--- src/sv/bsp_pkg.sv ---
// Shared constants for the B-spline surface point evaluator.
// Holds field widths, command and register codes and fixed-point limits.
// No dependencies.
package bsp_pkg;

  localparam int DEF_MAX_POINTS = 16;
  localparam int DEF_MAX_ORDER  = 8;

  localparam int CMD_W   = 2;
  localparam int CFG_IW  = 2;
  localparam int CFG_DW  = 5;
  localparam int ROW_W   = 5;
  localparam int COL_W   = 4;
  localparam int KNOT_W  = 16;
  localparam int CRD_W   = 24;
  localparam int CNT_W   = 5;
  localparam int DEG_W   = 3;
  localparam int BAS_W   = 18;
  localparam int SPAN_W  = 17;
  localparam int NUM_W   = 35;
  localparam int MUL_W   = 25;
  localparam int PROD_W  = 50;
  localparam int WGT_W   = 21;

  localparam logic [CMD_W-1:0] CMD_KNOT = 2'd0;
  localparam logic [CMD_W-1:0] CMD_CTRL = 2'd1;
  localparam logic [CMD_W-1:0] CMD_EVAL = 2'd2;

  localparam logic [CFG_IW-1:0] CFG_COUNT_U  = 2'd0;
  localparam logic [CFG_IW-1:0] CFG_COUNT_V  = 2'd1;
  localparam logic [CFG_IW-1:0] CFG_DEGREE_U = 2'd2;
  localparam logic [CFG_IW-1:0] CFG_DEGREE_V = 2'd3;

  localparam logic [CNT_W-1:0] RST_COUNT  = 5'd4;
  localparam logic [DEG_W-1:0] RST_DEGREE = 3'd3;

  localparam logic [KNOT_W-1:0] ONE_Q15   = 16'd32768;
  localparam logic [BAS_W-1:0]  BASIS_ONE = 18'd65536;
  localparam int                BASIS_MAX = 262143;

endpackage

--- src/sv/bsp_div.sv ---
// Iterative signed divider, one quotient bit per cycle, truncating toward zero.
// Used by the basis recursion of the surface evaluator. Depends on bsp_pkg.
module bsp_div #(
  parameter int NW = bsp_pkg::NUM_W,
  parameter int DW = bsp_pkg::SPAN_W
) (
  input  logic                 clk,
  input  logic                 rst_n,
  input  logic                 start,
  input  logic signed [NW-1:0] num,
  input  logic signed [DW-1:0] den,
  output logic                 done,
  output logic signed [NW-1:0] quot
);

  localparam int CW = $clog2(NW + 1);

  logic [NW-1:0] mag_r;
  logic [DW-1:0] rem_r;
  logic [DW-1:0] dmag_r;
  logic          neg_r;
  logic [CW-1:0] cnt_r;
  logic          run_r;
  logic          done_r;
  logic [DW-1:0] trial;
  logic          fit;

  // The numerator register doubles as the quotient register as it shifts.
  assign trial = {rem_r[DW-2:0], mag_r[NW-1]};
  assign fit   = (trial >= dmag_r);

  always_ff @(posedge clk) begin
    if (!rst_n) begin
      run_r  <= 1'b0;
      done_r <= 1'b0;
      cnt_r  <= '0;
    end else begin
      done_r <= 1'b0;
      if (start) begin
        mag_r  <= num[NW-1] ? NW'(-num) : NW'(num);
        dmag_r <= den[DW-1] ? DW'(-den) : DW'(den);
        rem_r  <= '0;
        neg_r  <= num[NW-1] ^ den[DW-1];
        cnt_r  <= CW'(NW);
        run_r  <= 1'b1;
      end else if (run_r) begin
        rem_r <= fit ? (trial - dmag_r) : trial;
        mag_r <= {mag_r[NW-2:0], fit};
        cnt_r <= cnt_r - 1'b1;
        if (cnt_r == CW'(1)) begin
          run_r  <= 1'b0;
          done_r <= 1'b1;
        end
      end
    end
  end

  assign done = done_r;
  assign quot = neg_r ? -$signed(mag_r) : $signed(mag_r);

endmodule

--- config.mk ---
export PLATFORM = sky130hd
export DESIGN_NAME = bsp_div
export DESIGN_NICKNAME = d
export VERILOG_FILES = /design/src/sv/bsp_pkg.sv /design/src/sv/bsp_div.sv
export SDC_FILE = /design/constraint.sdc
export NUM_CORES = 1
export LEC_CHECK = 0
export ABC_AREA = 0
export BUFFER_PORTS_ARGS = -buffer_cell sky130_fd_sc_hd__buf_2
export CAP_MARGIN = 20
export CORE_ASPECT_RATIO = 0.6
export CORE_MARGIN = 2
export CORE_UTILIZATION = 55
export CTS_CLUSTER_DIAMETER = 50
export DETAILED_ROUTE_END_ITERATION = 7
export PLACE_DENSITY_LB_ADDON = 0.08
export SYNTH_ARGS = -nofsm -noshare
export SYNTH_HDL_FRONTEND = slang
export SYNTH_SLANG_ARGS = --single-unit
export TNS_END_PERCENT = 20
--- constraint.sdc ---
create_clock -name clk -period 8.6 [get_ports clk]
set_input_delay 1.72 -clock clk [delete_from_list [all_inputs] [get_ports clk]]
set_output_delay 1.72 -clock clk [all_outputs]
set_load 0.05 [all_outputs]
==> impl_metrics.json <==
{
  "maxSlewHeadroom_pct": 28.3,
  "status": "completed",
  "p_sw_uw": 438,
  "cts_resized": 0,
  "hold_slack_ns": 0.566,
  "total_power_mw": 1.24,
  "multi_input_comb_area_um2": 3080,
  "pwr-share-clk_pct": 32.4,
  "clockBufferDepth": 2,
  "finish.utilization_pct": 65.1,
  "grtUsageMet3_pct": 5.99,
  "area_growth_pct": 15.5,
  "wire_per_inst_um": 16.4,
  "initial_core_util_pct": 56.4,
  "fin_nets": 758,
  "synth_top_area_share_pct": 37.3,
  "top_usage_layer": "met1",
  "cts-root-buf": "clkbuf_16",
  "syn_inst": 600,
  "ys_types": 47,
  "ys_seq_elements": 77,
  "cts_made_buffers": 9,
  "worstPathMaxFanout": 5,
  "viasPerCell": 5.76,
  "grt_max_degree": 86,
  "finalClockSkew_ns": 0.00834,
  "gp_congestion": 0.979,
  "die_h_um": 81.8,
  "wirelength_um": 13400,
  "drv_cap": 0,
  "setup_viol": 0,
  "antenna_cells": 0,
  "dp_hpwl_um": 10100,
  "rrSetupSlack_ns": 5.36,
  "drtPass1Iterations": 4,
  "layout_common_cells": "90 x buf_2, 69 x edfxtp_1, 62 x nor2_1, 56 x xnor2_1, 55 x a21oi_1",
  "ctsHoldBuffers": 0,
  "rsz0062_at_grt": "false",
  "dpl-instance-area_um2": 6090,
  "dieArea_um2": 10900,
  "drive_gt1_share_pct": 18.0,
  "fmax_mhz": 211,
  "die_w_um": 134,
  "insertion_delay_ns": 0.35,
  "start_kind": "flip-flop",
  "p_comb_share_pct": 29.3,
  "final_area_um2": 6410,
  "core_area_um2": 9840,
  "p_leak_nw": 2.50,
  "cts.clk_slew.worst_paths_ns": 0.07,
  "fillCellCount": 809,
  "io_pins": 91,
  "syn_area_um2": 5550,
  "rr_startpoint": "dmag_r[2]$_DFFE_PP_",
  "ant_nets": 0,
  "rows": 28,
  "use_met2_pct": 36.7,
  "portBuffers": 90,
  "cts_setup_buffers": 0,
  "synth_nets": 678,
  "hp-class": "reg2reg",
  "rr_endpoint": "rem_r[14]$_SDFFCE_PP0P_",
  "drc": 0,
  "cts.sinks": 77,
  "p_sw_share_pct": 35.4,
  "synth_top_area_cell": "edfxtp_1",
  "drv_slew": 0,
  "intPower_uw": 802,
  "grt_antenna_before_repair": 0,
  "period_needed_ns": 4.74,
  "yosys_warnings": 0,
  "fin_tns_setup_ns": 0,
  "place_ws_ns": 4.03,
  "crit_arrival_ns": 3.02,
  "path_class": "reg2out",
  "syn_area_per_cell_um2": 9.25,
  "grtUsageMet1_pct": 38.4,
  "finalCritPeriodShare_pct": 55.2,
  "powerDensity_nw_per_um2": 194,
  "yosysSeqAreaShare_pct": 40.2,
  "rr_worst_depth": 9,
  "dr_total_vias": 4724,
  "worstPathRequired_ns": 6.88,
  "regArea_um2": 2230,
  "seq_power_share_pct": 38.3,
  "synth_area_leaders": "edfxtp_1 37%, xnor2_1 8.8%, xor2_1 6.0%, a21oi_1 5.0%, ha_1 5.0%",
  "drt_iter0_drc": 365,
  "htreeDepth": 3,
  "synthArstFlopShare_pct": 0,
  "min_to": "cnt_r[4]$_SDFFE_PP0P_",
  "synth-edff-count": 69,
  "min_path_cells": 2,
  "hold_viol": 0,
  "final_common_cell": "buf_2",
  "gr-usage-all-layers_pct": 25.4,
  "worst_slew_pin_slew_ns": 1.08,
  "cts_tree": "yes",
  "synth-main-ff-cell": "edfxtp_1",
  "setup_ws_ns": 3.86,
  "grt_pass1_wl_um": 21300,
  "end_kind": "primary output",
  "final_cell_count_no_fill": 820,
  "dp.cells": 804,
  "first_global_vias": 4205,
  "vdd_drop_max_mv": 0.128,
  "grt.overflow.total": 0,
  "holdCritStartpoint": "cnt_r[4]$_SDFFE_PP0P_"
}
-- cells by family (layout without fill, tap and decap cells) --
kind of cell | count (synthesis) | after routing | synth area share (%)
muxes | 13 | 13 | 2.37
AOI/OAI and AO/OA | 159 | 159 | 17.8
xor gates and xnor gates | 94 | 94 | 14.8
DFF | 77 | 77 | 40.2
adders and majority gates | 23 | 23 | 5.32
buffers and inverters | 61 | 146 | 4.19
and+or+nand+nor | 173 | 173 | 15.2
-- critical path, stage by stage, from the launching register on --
cell and delay [ns]:
edfxtp_1 0.48, or4_1 0.58, nor4_1 0.29, and4b_1 0.36, nand3_1 0.17, o41ai_1 0.35
xnor2_1 0.16, buf_2 0.28
-- registers in the layout, summed over array words and instances (netlist names) --
name    cells
dmag_r     17
mag_r      35
done        1
cnt_r       6
run_r       1
rem_r      16
neg_r       1
-- layout make-up --
| type | count | share of cell area [%] |
|---|---|---|
| Clock buffer | 9 | 3.51 |
| Clock inverter | 7 | 1.39 |
| Inverter | 38 | 2.23 |
| Multi-Input combinational cell | 462 | 48.1 |
| Sequential cell | 77 | 34.8 |
| Tap cell | 135 | 2.64 |
| Timing Repair Buffer | 92 | 7.26 |
-- Yosys cell counts, drive strengths merged, types with 5 or more instances --
master,number
edfxtp,69
nor2,62
xnor2,56
a21oi,55
nand2,43
o21ai,42
inv,38
xor2,38
o31ai,25
ha,22
clkbuf,18
mux2i,12
nand3,12
or3,11
o41ai,10
or4,9
dfxtp,8
nand2b,7
nor3,7
a21boi,5
buf,5
o21a,5
-- layer usage --
layer | up-vias | share of wire [%]
li1 | 2330 | -
met1 | 2196 | 50
met2 | 185 | 41
met3 | 13 | 8.5
met4 | 0 | 0.98
met5 | - | 0
-- how the worst max path moves through the flow --
stage	start	end	slack, ns
finish	mag_r[15]$_DFFE_PP_	quot[34]	3.86
detailed placement	num[9]	mag_r[33]$_DFFE_PP_	4.03
floorplan	num[9]	mag_r[28]$_DFFE_PP_	4.35
CTS	mag_r[16]$_DFFE_PP_	quot[34]	3.83
global route	mag_r[15]$_DFFE_PP_	quot[34]	3.59
global placement	num[9]	mag_r[29]$_DFFE_PP_	4.08
-- power groups by stage --
| stage | clock (mW) | combinational [mW] | sequential, mW |
|---|---|---|---|
| finish | 0.402 | 0.363 | 0.475 |
| CTS | 0.407 | 0.362 | 0.474 |
| global route | 0.421 | 0.395 | 0.478 |
| detailed placement | 0 | 0.360 | 0.481 |
| floorplan | 0 | 0.277 | 0.471 |
| global placement | 0 | 0.353 | 0.480 |
(Power assumes the default switching activity.)
